[src/sv/deulp_pkg.sv]
`timescale 1ns / 1ps
`default_nettype none
// Package for the DNS EDNS0 UDP payload limit parser.
// Phase codes, header offsets, limits and the parser state record. No dependencies.
package deulp_pkg;

  // Longest message accepted before it counts as malformed
  localparam int unsigned MAX_MSG_BYTES = 65535;

  // Parse phases
  localparam logic [2:0] PH_HEADER    = 3'd0;
  localparam logic [2:0] PH_NAME      = 3'd1;
  localparam logic [2:0] PH_LABEL     = 3'd2;
  localparam logic [2:0] PH_POINTER   = 3'd3;
  localparam logic [2:0] PH_FIXED     = 3'd4;
  localparam logic [2:0] PH_RDATA     = 3'd5;
  localparam logic [2:0] PH_DONE_NONE = 3'd6;
  localparam logic [2:0] PH_DONE_OPT  = 3'd7;

  // Offsets of the last byte of each header count
  localparam logic [15:0] HDR_QDCOUNT_END = 16'd5;
  localparam logic [15:0] HDR_ANCOUNT_END = 16'd7;
  localparam logic [15:0] HDR_NSCOUNT_END = 16'd9;
  localparam logic [15:0] HDR_ARCOUNT_END = 16'd11;
  localparam logic [15:0] HDR_BYTES       = 16'd12;

  localparam logic [15:0] TYPE_OPT      = 16'd41;
  localparam logic [15:0] MIN_LIMIT     = 16'd512;
  localparam logic [15:0] MAX_LIMIT     = 16'd65507;
  localparam logic [7:0]  MAX_LABEL_LEN = 8'd63;

  localparam logic [3:0] QFIXED_BYTES  = 4'd4;
  localparam logic [3:0] RR_TYPE_END   = 4'd2;
  localparam logic [3:0] RR_CLASS_END  = 4'd4;
  localparam logic [3:0] RR_FIXED_BYTES = 4'd10;

  typedef struct packed {
    logic [15:0] byte_offset;
    logic [2:0]  phase;
    logic [15:0] q_left;
    logic [16:0] other_cnt;
    logic [17:0] total_cnt;
    logic [17:0] rec_idx;
    logic [5:0]  label_left;
    logic [3:0]  fixed_cnt;
    logic [15:0] hshift;
    logic [15:0] rec_type;
    logic [15:0] pay_size;
    logic [15:0] rdata_left;
    logic [15:0] qend_pos;
    logic [15:0] limit;
    logic        outcome;
    logic        too_long;
  } parse_state_t;

  function automatic parse_state_t parse_reset();
    parse_state_t s;
    s            = '0;
    s.phase      = PH_HEADER;
    s.limit      = MIN_LIMIT;
    return s;
  endfunction

endpackage

`default_nettype wire

[src/sv/deulp_step.sv]
`timescale 1ns / 1ps
`default_nettype none
// One-byte update of the DNS message parser state, plus the result it implies.
// Depends on deulp_pkg.
module deulp_step import deulp_pkg::*; (
  input  wire parse_state_t st_i,
  input  wire logic [7:0]   data_i,
  output parse_state_t      st_o,
  output logic [15:0]       resp_size_o,
  output logic [15:0]       qsec_end_o,
  output logic              opt_found_o
);

  logic [15:0] hs;
  logic [15:0] idx;
  logic        in_rec;
  logic [5:0]  lbl_dec;
  logic [15:0] q_dec;
  logic [15:0] rd_dec;
  logic [3:0]  fix_inc;
  logic [17:0] hdr_total;

  assign hs        = {st_i.hshift[7:0], data_i};
  assign idx       = st_i.byte_offset;
  assign in_rec    = (st_i.qend_pos != 16'd0);
  assign lbl_dec   = st_i.label_left - 6'd1;
  assign q_dec     = st_i.q_left - 16'd1;
  assign rd_dec    = st_i.rdata_left - 16'd1;
  assign fix_inc   = st_i.fixed_cnt + 4'd1;
  assign hdr_total = {1'b0, st_i.other_cnt} + {2'b00, hs};

  function automatic parse_state_t finish(parse_state_t s, logic [2:0] ph, logic [15:0] lim);
    parse_state_t r;
    r         = s;
    r.phase   = ph;
    r.limit   = lim;
    r.outcome = 1'b1;
    return r;
  endfunction

  function automatic parse_state_t start_records(parse_state_t s);
    parse_state_t r;
    r = s;
    if (s.total_cnt == 18'd0) begin
      r = finish(s, PH_DONE_NONE, MIN_LIMIT);
    end else begin
      r.rec_idx = '0;
      r.phase   = PH_NAME;
    end
    return r;
  endfunction

  function automatic parse_state_t record_done(parse_state_t s);
    parse_state_t r;
    logic [15:0]  v;
    logic [17:0]  nidx;
    r    = s;
    v    = s.pay_size;
    nidx = s.rec_idx + 18'd1;
    if (v < MIN_LIMIT) v = MIN_LIMIT;
    if (v > MAX_LIMIT) v = MAX_LIMIT;
    if ((s.rec_idx >= {1'b0, s.other_cnt}) && (s.rec_type == TYPE_OPT)) begin
      r = finish(s, PH_DONE_OPT, v);
    end else begin
      r.rec_idx = nidx;
      if (nidx >= s.total_cnt) r = finish(r, PH_DONE_NONE, MIN_LIMIT);
      else                     r.phase = PH_NAME;
    end
    return r;
  endfunction

  always_comb begin
    st_o = st_i;
    if ({1'b0, st_i.byte_offset} >= 17'(MAX_MSG_BYTES)) begin
      st_o.too_long = 1'b1;
    end else begin
      st_o.byte_offset = st_i.byte_offset + 16'd1;
      if (!st_i.too_long && !st_i.outcome) begin
        st_o.hshift = hs;
        case (st_i.phase)
          PH_HEADER: begin
            if (idx == HDR_QDCOUNT_END) begin
              st_o.q_left = hs;
            end else if (idx == HDR_ANCOUNT_END) begin
              st_o.other_cnt = {1'b0, hs};
            end else if (idx == HDR_NSCOUNT_END) begin
              st_o.other_cnt = st_i.other_cnt + {1'b0, hs};
            end else if (idx == HDR_ARCOUNT_END) begin
              st_o.total_cnt = hdr_total;
              if (st_i.q_left == 16'd0) begin
                st_o.qend_pos = HDR_BYTES;
                st_o = start_records(st_o);
              end else begin
                st_o.phase = PH_NAME;
              end
            end
          end
          PH_NAME: begin
            if (data_i == 8'd0) begin
              st_o.fixed_cnt = '0;
              st_o.phase     = PH_FIXED;
            end else if (data_i[7:6] == 2'b11) begin
              st_o.phase = PH_POINTER;
            end else if (data_i > MAX_LABEL_LEN) begin
              st_o = finish(st_o, PH_DONE_NONE, MIN_LIMIT);
            end else begin
              st_o.label_left = data_i[5:0];
              st_o.phase      = PH_LABEL;
            end
          end
          PH_LABEL: begin
            st_o.label_left = lbl_dec;
            if (lbl_dec == 6'd0) st_o.phase = PH_NAME;
          end
          PH_POINTER: begin
            st_o.fixed_cnt = '0;
            st_o.phase     = PH_FIXED;
          end
          PH_FIXED: begin
            st_o.fixed_cnt = fix_inc;
            if (!in_rec) begin
              if (fix_inc == QFIXED_BYTES) begin
                st_o.q_left = q_dec;
                if (q_dec == 16'd0) begin
                  st_o.qend_pos = idx + 16'd1;
                  st_o = start_records(st_o);
                end else begin
                  st_o.phase = PH_NAME;
                end
              end
            end else begin
              if (fix_inc == RR_TYPE_END) begin
                st_o.rec_type = hs;
              end else if (fix_inc == RR_CLASS_END) begin
                st_o.pay_size = hs;
              end else if (fix_inc == RR_FIXED_BYTES) begin
                st_o.rdata_left = hs;
                if (hs == 16'd0) st_o = record_done(st_o);
                else             st_o.phase = PH_RDATA;
              end
            end
          end
          PH_RDATA: begin
            st_o.rdata_left = rd_dec;
            if (rd_dec == 16'd0) st_o = record_done(st_o);
          end
          default: ;
        endcase
      end
    end
  end

  always_comb begin
    if (st_o.too_long) begin
      resp_size_o = MIN_LIMIT;
      qsec_end_o  = '0;
      opt_found_o = 1'b0;
    end else if (st_o.phase == PH_DONE_OPT) begin
      resp_size_o = st_o.limit;
      qsec_end_o  = st_o.qend_pos;
      opt_found_o = 1'b1;
    end else begin
      resp_size_o = MIN_LIMIT;
      qsec_end_o  = st_o.qend_pos;
      opt_found_o = 1'b0;
    end
  end

endmodule

`default_nettype wire

[src/sv/dns_edns_udp_limit_parser_top.sv]
`timescale 1ns / 1ps
`default_nettype none
// Top level of the DNS EDNS0 UDP payload limit parser.
// Depends on deulp_pkg and deulp_step.
//
// Usage:
//   Input channel (in_valid/in_ready) carries one message byte per transaction,
//   in wire order; in_last_byte marks the final byte of a message.
//   Result channel (out_valid/out_ready) carries one transaction per message:
//   the UDP size limit (512 unless an additional-section OPT record gave one,
//   clamped to 512..65507), the offset just past the question section (0 if
//   the header or questions are malformed or cut short) and an OPT flag.
// Timing:
//   Bytes are taken one per cycle while the input is not stalled (see Stalls).
//   Each byte sits in an input register, then one pass of the byte-update
//   logic folds it into the parser state. With the result slot free, the
//   result of a message is registered in the result register once its last
//   byte leaves the input register, and out_valid rises with it.
// Stalls:
//   The result register holds one finished result. If it is still full when
//   the next message's last byte reaches the parser, that byte waits in the
//   input register and in_ready drops until out_ready frees the slot; other
//   bytes keep flowing while a result waits.
// Reset:
//   rst_n (synchronous, active low) empties both registers and returns the
//   parser to the header phase. The parser also clears itself after each
//   message's last byte.
module dns_edns_udp_limit_parser_top import deulp_pkg::*; (
  input  wire logic        clk,
  input  wire logic        rst_n,
  input  wire logic        in_valid,
  output logic             in_ready,
  input  wire logic [7:0]  in_data_byte,
  input  wire logic        in_last_byte,
  output logic             out_valid,
  input  wire logic        out_ready,
  output logic [15:0]      out_resp_size,
  output logic [15:0]      out_qsec_end,
  output logic             out_opt_found
);

  // input stage
  logic        in_vld_r, in_vld_nxt;
  logic [7:0]  in_data_r;
  logic        in_last_r;

  // parser state
  parse_state_t st_r;
  parse_state_t st_nxt;

  // result stage
  logic        out_vld_r, out_vld_nxt;
  logic [15:0] resp_size_r, resp_size_nxt;
  logic [15:0] qend_r, qend_nxt;
  logic        opt_found_r, opt_found_nxt;

  logic consume;
  logic in_take;

  // A non-final byte always moves on; the final one needs a free result slot.
  assign consume  = in_vld_r && (!in_last_r || !out_vld_r || out_ready);
  assign in_ready = !in_vld_r || consume;
  assign in_take  = in_valid && in_ready;

  assign in_vld_nxt  = in_take ? 1'b1 : (consume ? 1'b0 : in_vld_r);
  assign out_vld_nxt = (consume && in_last_r) ? 1'b1 : (out_ready ? 1'b0 : out_vld_r);

  deulp_step u_step (
    .st_i        (st_r),
    .data_i      (in_data_r),
    .st_o        (st_nxt),
    .resp_size_o (resp_size_nxt),
    .qsec_end_o  (qend_nxt),
    .opt_found_o (opt_found_nxt)
  );

  always_ff @(posedge clk) begin
    if (!rst_n) begin
      in_vld_r  <= 1'b0;
      out_vld_r <= 1'b0;
      st_r      <= parse_reset();
    end else begin
      in_vld_r  <= in_vld_nxt;
      out_vld_r <= out_vld_nxt;
      if (consume) begin
        st_r <= in_last_r ? parse_reset() : st_nxt;
      end
    end
  end

  always_ff @(posedge clk) begin
    if (in_take) begin
      in_data_r <= in_data_byte;
      in_last_r <= in_last_byte;
    end
    if (consume && in_last_r) begin
      resp_size_r <= resp_size_nxt;
      qend_r      <= qend_nxt;
      opt_found_r <= opt_found_nxt;
    end
  end

  assign out_valid     = out_vld_r;
  assign out_resp_size = resp_size_r;
  assign out_qsec_end  = qend_r;
  assign out_opt_found = opt_found_r;

`ifndef NO_ASSERTIONS
  a_limit_range : assert property (@(posedge clk) disable iff (!rst_n)
    out_vld_r |-> (resp_size_r >= MIN_LIMIT) && (resp_size_r <= MAX_LIMIT))
    else $error("udp limit out of range");

  a_default_limit : assert property (@(posedge clk) disable iff (!rst_n)
    (out_vld_r && !opt_found_r) |-> (resp_size_r == MIN_LIMIT))
    else $error("limit set without OPT record");

  a_opt_after_questions : assert property (@(posedge clk) disable iff (!rst_n)
    (out_vld_r && opt_found_r) |-> (qend_r != 16'd0))
    else $error("OPT reported without complete questions");

  a_state_cleared : assert property (@(posedge clk) disable iff (!rst_n)
    (consume && in_last_r) |=> (st_r.byte_offset == 16'd0) && (st_r.phase == PH_HEADER))
    else $error("parser not cleared after message end");

  a_stall_cause : assert property (@(posedge clk) disable iff (!rst_n)
    !in_ready |-> (in_vld_r && in_last_r && out_vld_r && !out_ready))
    else $error("input stalled without a full result slot");
`endif

endmodule

`default_nettype wire
[config.mk]
export PLATFORM = sky130hd
export DESIGN_NAME = dns_edns_udp_limit_parser_top
export DESIGN_NICKNAME = d
export VERILOG_FILES = /design/src/sv/deulp_pkg.sv /design/src/sv/deulp_step.sv /design/src/sv/dns_edns_udp_limit_parser_top.sv
export SDC_FILE = /design/constraint.sdc
export NUM_CORES = 1
export LEC_CHECK = 0
export ABC_CLOCK_PERIOD_IN_PS = 5700
export BUFFER_PORTS_ARGS = -buffer_cell sky130_fd_sc_hd__buf_2
export CELL_PAD_IN_SITES_DETAIL_PLACEMENT = 0
export CELL_PAD_IN_SITES_GLOBAL_PLACEMENT = 2
export CORE_MARGIN = 3
export CORE_UTILIZATION = 41
export CTS_BUF_LIST = sky130_fd_sc_hd__clkbuf_8
export DETAILED_ROUTE_END_ITERATION = 8
export PLACE_DENSITY = 0.94
export SLEW_MARGIN = 40
export SYNTH_ARGS = -nofsm -noshare
export SYNTH_HDL_FRONTEND = slang
export SYNTH_HIERARCHICAL = 1
export SYNTH_SLANG_ARGS = --single-unit
[constraint.sdc]
create_clock -name clk -period 5.7 [get_ports clk]
set_clock_uncertainty 0.2 [all_clocks]
set_input_delay 1.14 -clock clk [delete_from_list [all_inputs] [get_ports clk]]
set_output_delay 1.14 -clock clk [all_outputs]
set_load 0.02 [all_outputs]
==> results of run 1 <==
[cell type report]
type,count,area (sq um),share of cell area [%]
well taps,455,569,3.53
clock inverters,25,165,1.02
repair buffers,92,631,3.91
multi-input cells,1295,8760,54.4
flip-flops and latches,232,5060,31.4
inverters,67,251,1.56
clock buffers,49,674,4.18
[power breakdown]
part | total [mW] | internal (mW) | switching, mW
logic | 0.149 | 0.0388 | 0.110
clock network | 1.62 | 0.876 | 0.743
registers | 1.69 | 1.68 | 0.0105
total | 3.46 | 2.60 | 0.864
[worst min-delay path by stage]
stage / end / cells after the start
floorplan: st_r[164] / 1
detailed placement: st_r[2] / 1
global placement: st_r[13] / 1
CTS: st_r[2] / 1
finish: st_r[2] / 1
global route: st_r[17] / 1
[state kept, by name (all words and copies together) (netlist names)]
signal,flops
out_resp_size,16
out_opt_found,1
out_valid,1
st_r,188
in_last_r,1
in_data_r,8
in_vld_r,1
out_qsec_end,16
[metrics by stage]
| stage | hold slack (ns) | area, sq um | util [%] | setup slack, ns |
|---|---|---|---|---|
| 2_1_floorplan | 0.240 | 14700 | - | 1.41 |
| 3_3_place_gp | 0.256 | 15200 | 43.6 | 1.06 |
| 3_5_place_dp | 0.261 | 15300 | 43.8 | 0.922 |
| 4_1_cts | 0.277 | 16100 | 46.2 | 0.926 |
| 5_1_grt | 0.302 | 16100 | 46.2 | 0.557 |
| 6_report | 0.275 | 16100 | 46.2 | 0.866 |
[routing by layer]
layer / part of all wire, % / up-vias
li1: - / 6491
met1: 46 / 6568
met2: 44 / 495
met3: 7.9 / 94
met4: 3.0 / 0
met5: 0 / -
==> impl_metrics.yaml, run 1 <==
sta:
  tns_ns: 0
  rsz0062_at_grt: "no"
  final.min_clock_period_ns: 4.83
  maxSlewViolCount: 0
  worstMarginPinSlew_ns: 0.861
  max_slew_margin_pct: 42.2
  period_share_pct: 84.8
  setup_viol: 0
  hold_viol: 0
  fmax_mhz: 207
clock_tree:
  clk-insertion-delay-late_ns: 0.60
  postCtsSetupBuffers: 0
  cts_tree: "yes"
  cts_buffers: 43
  cts_root_buf: "clkbuf_8"
  post_cts_resized: 0
  htree_levels: 2
  clock-sinks: 232
  cts.reportedPaths.clkPinSlew_ns: 0.06
  cts_buffer_depth: 3
  hold_buffers: 0
pwr:
  leakagePower_nw: 6.33
  ir_drop_mv: 0.183
  powerDensity_nw_per_um2: 215
  total_power_mw: 3.46
worst_hold_path:
  min_from: "st_r[2]"
  hold_path_class: "reg -> reg"
worst_setup_path:
  r2r_start: "st_r[108]"
  crit_chain: "ha_1 -> and3_1 -> nand3_1 -> nor2_1 -> and3_1 -> nand3_1 -> xnor2_1 -> ha_1 -> nand2_1 -> nor2_1 -> nand4_1 -> o211a_1 -> or2_2 -> o221a_2 -> a211o_1 -> and4_1 -> and2_1"
  cp-end-kind: "register"
  cpMaxStageDelayCell: "dfxtp_1"
  cp_data_arrival_time_ns: 4.97
  critical_path_class: "reg -> reg"
  crit_path_end: "out_resp_size[1]"
  cpLargestDelayFamily: "simple AND/OR/NAND/NOR gates"
  r2r_slack_ns: 0.87
  rr_worst_depth: 17
  cp-start-kind: "register"
  crit_cells: 17
  path_max_fanout: 17
  cpPeakStageDelay_ns: 0.46
  worstSetupStartpoint: "st_r[108]"
  critPathBufInv: 0
  timing.rr.end: "out_resp_size[1]"
  worst_ep_required_time_ns: 5.84
global_route:
  grt_max_degree: 111
  grt_pass1_vias: 12883
  grt_pass1_wl_um: 74100
  grt_use_met1_pct: 34.2
  grt_overflow_total: 0
  grt_use_total_pct: 24.1
  use_met3_pct: 4.95
  grt_util_met2_pct: 36.5
  top_usage_layer: "met2"
  antenna_found_initial: 1
finish:
  finalNonFillerCells: 2215
  final_common_cell: "a22o_1"
  final_cell_mix: "a22o_1 (214), dfxtp_1 (190), nand2_1 (163)"
  syn2layout_area_growth_pct: 9.85
  drive_above_1_share_pct: 12.3
  diodes: 0
  fillers: 3418
  nets: 1811
routing:
  dr.pass1.iters: 7
  detail-route-antenna-nets: 0
  post-route-drc-count: 0
  routed_via_density: 6.16
  drtIter0Drc: 1329
  postRouteWirelength_um: 47500
  vias: 13648
  wire_per_inst_um: 21.5
synthesis:
  yosys_warnings: 6
  synth_nets: 1793
  netlist_area_sq_um: 14700
  synth.avg_cell_area_sq_um: 8.56
  syn_inst: 1713
floorplanning:
  initial_utilization_pct: 42.1
  dieHeight_um: 195
  io_pins: 48
  fp-row-count: 68
  die_x_um: 195
  dieArea_sq_um: 38100
  core-area_sq_um: 34900
place:
  place_congestion: 0.919
  placed_cells_incl_taps: 2141
  dp_hpwl_um: 33200
  numPortBuffers: 47
outcome:
  outcome: "complete, no violations"
job:
  max_cap_viol_count: 0
(Power assumes the default switching activity.)
==> run 2: changes to the inputs <==
--- a/config.mk
+++ b/config.mk
@@ -5,15 +5,15 @@
 export SDC_FILE = /design/constraint.sdc
 export NUM_CORES = 1
 export LEC_CHECK = 0
-export ABC_CLOCK_PERIOD_IN_PS = 5700
+export ABC_CLOCK_PERIOD_IN_PS = 4100
 export BUFFER_PORTS_ARGS = -buffer_cell sky130_fd_sc_hd__buf_2
 export CELL_PAD_IN_SITES_DETAIL_PLACEMENT = 0
 export CELL_PAD_IN_SITES_GLOBAL_PLACEMENT = 2
 export CORE_MARGIN = 3
-export CORE_UTILIZATION = 41
+export CORE_UTILIZATION = 37
 export CTS_BUF_LIST = sky130_fd_sc_hd__clkbuf_8
 export DETAILED_ROUTE_END_ITERATION = 8
-export PLACE_DENSITY = 0.94
+export PLACE_DENSITY = 0.9
 export SLEW_MARGIN = 40
 export SYNTH_ARGS = -nofsm -noshare
 export SYNTH_HDL_FRONTEND = slang
==> constraint.sdc (replaced) <==
create_clock -name clk -period 4.1 [get_ports clk]
set_clock_uncertainty 0.2 [all_clocks]
set_input_delay 0.82 -clock clk [delete_from_list [all_inputs] [get_ports clk]]
set_output_delay 0.82 -clock clk [all_outputs]
set_load 0.02 [all_outputs]
==> run 2 against run 1 <==
Die area up 10%; final cell count up 9.2%; utilization down 1.6 points; highest routed layer is now met5; the run now ends with negative setup slack left; maximum frequency up 8.9%; non-clock buffer count up 135.
==> impl_metrics.yaml, run 2 (synthesis gave the netlist of run 1 again) <==
finish:
  drive_above_1_share_pct: 19.9
  fillers: 3878
  diodes: 0
  syn2layout_area_growth_pct: 18.4
  regMostFlops: "st_r"
  fin_area_sq_um: 17400
  largest_reg_flops: 188
  nets: 1947
  final_cell_mix: "a22o_1 (214), dfxtp_1 (187), buf_4 (171)"
  final_common_cell: "a22o_1"
place:
  place_congestion: 0.959
  dp_hpwl_um: 35600
  dp_slack_ns: -0.300
  numPortBuffers: 47
  place_area_sq_um: 16300
global_route:
  grt_use_total_pct: 23.6
  grt_max_degree: 60
  grt_pass1_vias: 13679
  grt_pass1_wl_um: 78600
  grt_overflow_total: 0
  antenna_found_initial: 4
clock_tree:
  cts.reportedPaths.clkPinSlew_ns: 0.06
  cts_root_buf: "clkbuf_8"
  clk-insertion-delay-late_ns: 0.59
  cts_tree: "yes"
  clock-sinks: 232
  cts_buffer_depth: 3
  htree_levels: 2
  cts_buffers: 43
worst_setup_path:
  critical_path_class: "reg -> reg"
  cp-start-kind: "register"
  worst_ep_required_time_ns: 4.24
  r2r_start: "in_data_r[0]"
  path_max_fanout: 8
  worstSetupStartpoint: "in_data_r[0]"
  cp-end-kind: "register"
  cp_data_arrival_time_ns: 4.57
floorplanning:
  dieHeight_um: 205
  dieArea_sq_um: 42100
  core-area_sq_um: 38900
  initial_utilization_pct: 37.7
  io_pins: 48
  die_x_um: 205
  fp-row-count: 72
pwr:
  leakagePower_nw: 7.04
  ir_drop_mv: 0.167
  total_power_mw: 4.82
  powerDensity_nw_per_um2: 277
worst_hold_path:
  hold_path_class: "in -> reg"
  min_from: "in_last_byte"
sta:
  period_share_pct: 108
  final.min_clock_period_ns: 4.44
  maxSlewViolCount: 0
  rsz0062_at_grt: "yes"
  tns_ns: -10.24
  setup_viol: 50
  fin_ws_ns: -0.339
  max_slew_margin_pct: 44.2
  fmax_mhz: 225
  worst_hold_slack_ns: 0.215
  hold_viol: 0
  worstMarginPinSlew_ns: 0.832
outcome:
  outcome: "finished with violations"
  violations: "negative setup slack"
routing:
  routed_via_density: 5.88
  wire_per_inst_um: 20.8
  dr.pass1.iters: 6
  drtIter0Drc: 1222
  vias: 14227
  detail-route-antenna-nets: 0
  post-route-drc-count: 0
  postRouteWirelength_um: 50400
job:
  max_cap_viol_count: 0
run 2: cell count changes in the layout (fill, tap and decap cells not counted), moves of 4 or more:
cell        change
a22o_2          -4
o21ai_1         +7
a22o_4          +4
clkinvlp_4      +4
buf_4         +130
o21ai_0         -6
run 2: area by class of cell:
cell class	count	area, sq um	share of cell area, %
Tap cell	518	648	3.73
Timing Repair Buffer	227	1670	9.60
Clock inverter	28	156	0.900
Multi-Input combinational cell	1296	8890	51.2
Sequential cell	232	5070	29.2
Inverter	67	251	1.45
Clock buffer	50	688	3.96
run 2: worst paths after layout:
kind,to,slack (ns),cells past startpoint
setup / recovery,out_resp_size[6],-0.34,12
hold / removal,in_last_r,0.21,1
setup reg to reg,out_resp_size[6],-0.34,12
hold reg to reg,st_r[17],0.28,1
run 2: metrics by stage:
step	cells	util, %
after floorplan	1713	-
after global placement	2331	41.9
after detailed placement	2332	42.0
after CTS	2414	44.2
after global routing	2418	44.6
final	2418	44.6
run 2: routing by layer:
metal / vias to the layer above / wire (um) / global-route usage (%)
met4: 4 / 1630 / 9.23
li1: 6763 / - / -
met2: 502 / 22300 / 36.8
met3: 113 / 3770 / 5.10
met5: - / 25 / 0
met1: 6845 / 22600 / 32.0
run 2: timing repair:
action,CTS,global route
gates cloned,1,0
resized for setup,6,27
setup buffers,4,6
endpoints found under the hold margin,0,0
hold buffers,0,0
endpoints found under the setup margin,33,57
pin swaps,1,6
run 2: critical path, cell delays in order, from the launching register on:
cell and delay, ns:
edfxtp_1 0.35, ha_2 0.21, inv_2 0.04, fa_2 0.36, xnor2_2 0.14, nand4b_1 0.18, a211o_1 0.29, or4_4 0.51
or4b_4 0.53, or4_4 0.51, a211o_4 0.44, a22o_4 0.29, and2_4 0.15
run 2: where the power goes:
group	switching, mW	internal, mW	total, mW
Clock	1.04	1.18	2.22
Combinational	0.172	0.0748	0.247
Sequential	0.0106	2.34	2.35
==> run 3: changes to the inputs <==
--- a/config.mk
+++ b/config.mk
@@ -5,15 +5,16 @@
 export SDC_FILE = /design/constraint.sdc
 export NUM_CORES = 1
 export LEC_CHECK = 0
-export ABC_CLOCK_PERIOD_IN_PS = 4100
+export ABC_CLOCK_PERIOD_IN_PS = 4500
 export BUFFER_PORTS_ARGS = -buffer_cell sky130_fd_sc_hd__buf_2
 export CELL_PAD_IN_SITES_DETAIL_PLACEMENT = 0
 export CELL_PAD_IN_SITES_GLOBAL_PLACEMENT = 2
 export CORE_MARGIN = 3
-export CORE_UTILIZATION = 37
+export CORE_UTILIZATION = 41
 export CTS_BUF_LIST = sky130_fd_sc_hd__clkbuf_8
 export DETAILED_ROUTE_END_ITERATION = 8
-export PLACE_DENSITY = 0.9
+export PLACE_DENSITY = 0.94
+export SETUP_SLACK_MARGIN = 0.5
 export SLEW_MARGIN = 40
 export SYNTH_ARGS = -nofsm -noshare
 export SYNTH_HDL_FRONTEND = slang
==> constraint.sdc (replaced) <==
create_clock -name clk -period 4.5 [get_ports clk]
set_clock_uncertainty 0.2 [all_clocks]
set_input_delay 0.9 -clock clk [delete_from_list [all_inputs] [get_ports clk]]
set_output_delay 0.9 -clock clk [all_outputs]
set_load 0.02 [all_outputs]
==> run 3 against run 2 <==
The flow now finishes without violations; final area is 2.9% lower; wire length is 1.6% lower; non-clock buffer count is 75 lower; clock-buffer cell count is 3 higher; critical path depth stayed put; final cell count is 5.6% lower; critical endpoint unchanged; highest routed layer unchanged.
==> impl_metrics.yaml, run 3 (synthesis gave the netlist of run 1 again) <==
outcome:
  outcome: "complete, no violations"
global_route:
  grt_pass1_vias: 13194
  grt_overflow_total: 0
  antenna_found_initial: 1
  grt_pass1_wl_um: 75800
  grt_max_degree: 131
  grt_use_total_pct: 24.8
pwr:
  p_int_mw: 3.37
  switching_share_pct: 25.0
  ir_drop_mv: 0.231
  total_power_mw: 4.49
  seqPwrFrac_pct: 47.7
  switching_power_mw: 1.12
  pwr-share-comb_pct: 4.7
  powerDensity_nw_per_um2: 266
  clkPwrFrac_pct: 47.6
  leakagePower_nw: 6.74
routing:
  postRouteWirelength_um: 49600
  dr.pass1.iters: 9
  detail-route-antenna-nets: 0
  vias: 14074
  post-route-drc-count: 0
  drtIter0Drc: 1232
  routed_via_density: 6.17
  wire_per_inst_um: 21.7
floorplanning:
  fp-row-count: 68
  io_pins: 48
  die_x_um: 195
  dieArea_sq_um: 38100
  initial_utilization_pct: 42.1
  dieHeight_um: 195
  core-area_sq_um: 34900
sta:
  fmax_mhz: 230
  max_slew_margin_pct: 34.7
  setup_viol: 0
  maxSlewViolCount: 0
  worstMarginPinSlew_ns: 0.972
  period_share_pct: 96.6
  worst_hold_slack_ns: 0.245
  fin_ws_ns: 0.154
  final.min_clock_period_ns: 4.35
  hold_viol: 0
  rsz0062_at_grt: "yes"
clock_tree:
  cts.reportedPaths.clkPinSlew_ns: 0.06
  cts_buffer_depth: 3
  cts_buffers: 43
  clock-sinks: 232
  clk-insertion-delay-late_ns: 0.63
  cts_tree: "yes"
  cts_root_buf: "clkbuf_8"
  htree_levels: 2
place:
  place_congestion: 0.946
  dp_hpwl_um: 33600
  place_area_sq_um: 15700
  dp_slack_ns: -0.0738
  numPortBuffers: 47
worst_hold_path:
  hold_end: "in_last_r"
  min_from: "in_last_byte"
  min_path_cells: 1
  hold_path_class: "in -> reg"
worst_setup_path:
  critical_path_class: "reg -> reg"
  rr_worst_depth: 12
  cpMaxStageDelayCell: "or4b_4"
  path_max_fanout: 8
  cp_data_arrival_time_ns: 4.52
  r2r_start: "in_data_r[0]"
  path_common_cell: "or4_4"
  worst_ep_required_time_ns: 4.67
  cp-start-kind: "register"
  crit_chain: "ha_2 -> inv_2 -> fa_2 -> xnor2_2 -> nand4b_1 -> a211o_1 -> or4_4 -> or4b_4 -> or4_4 -> a211o_4 -> a22o_4 -> and2_4"
  timing.rr.end: "out_resp_size[6]"
  cp-end-kind: "register"
  r2r_slack_ns: 0.15
  cpPeakStageDelay_ns: 0.53
finish:
  diodes: 0
  largest_reg_flops: 188
  final_common_cell: "a22o_1"
  regMostFlops: "st_r"
  utilization_pct: 48.4
  drive_above_1_share_pct: 17.0
  nets: 1873
  fin_area_sq_um: 16900
  syn2layout_area_growth_pct: 15.0
  final_cell_mix: "a22o_1 (214), dfxtp_1 (187), nand2_1 (163)"
job:
  max_cap_viol_count: 0
[run 3: critical path: cells and delay by family, from the launching register on]
kind / cells / cell delay, ns
AOI/OAI and AO/OA: 3 / 1.02
xor gates and xnor gates: 1 / 0.14
adders and majority gates: 2 / 0.55
buffers and inverters: 1 / 0.04
DFF: 1 / 0.36
and+or+nand+nor: 5 / 1.79
[run 3: metrics by stage]
| step | TNS [ns] | cells |
|---|---|---|
| floorplan | 0 | 1713 |
| global placement | 0 | 2194 |
| detailed placement | -0.854 | 2195 |
| CTS | 0 | 2277 |
| global route | 0 | 2282 |
| finish | 0 | 2282 |
[run 3: worst max path at each step]
stage | startpoint | endpoint | slack [ns] | cells after the start
final | in_data_r[0] | out_resp_size[6] | 0.15 | 12
after global routing | in_data_r[0] | out_resp_size[6] | 0.07 | 12
after CTS | in_data_r[0] | out_resp_size[5] | 0.10 | 12
after detailed placement | in_data_r[1] | out_resp_size[9] | -0.07 | 11
after global placement | in_data_r[0] | out_resp_size[2] | 0.05 | 12
after floorplan | st_r[82] | out_resp_size[10] | 0.28 | 13
[run 3: area by class of cell]
cell class / count / area [sq um]
well taps: 455 / 569
inverters: 67 / 251
clock inverters: 26 / 163
multi-input cells: 1297 / 8990
fillers: 3373 / 18000
flip-flops and latches: 232 / 5070
clock buffers: 53 / 729
repair buffers: 152 / 1100
[run 3: timing repair]
action / in CTS / in global routing
gates resized for setup: 18 / 28
hold endpoints to repair: 0 / 0
buffers inserted: 1 / 4
hold buffers: 0 / 0
gates cloned: 2 / 1
setup endpoints to repair: 51 / 81
pin swaps: 13 / 17
[run 3: layer usage]
layer | vias to the layer above | GRT usage [%] | wire length [um]
met5 | - | 0 | 13
met4 | 2 | 8.40 | 1650
met3 | 122 | 6.38 | 3970
met2 | 499 | 38.0 | 21700
met1 | 6839 | 34.0 | 22200
li1 | 6612 | - | -
[run 3: power groups by stage]
stage	combinational [mW]	sequential [mW]	clock, mW
2_1_floorplan	0.108	2.20	0
3_3_place_gp	0.203	2.19	0
3_5_place_dp	0.206	2.19	0
4_1_cts	0.207	2.14	2.20
5_1_grt	0.222	2.14	2.29
6_report	0.211	2.14	2.14
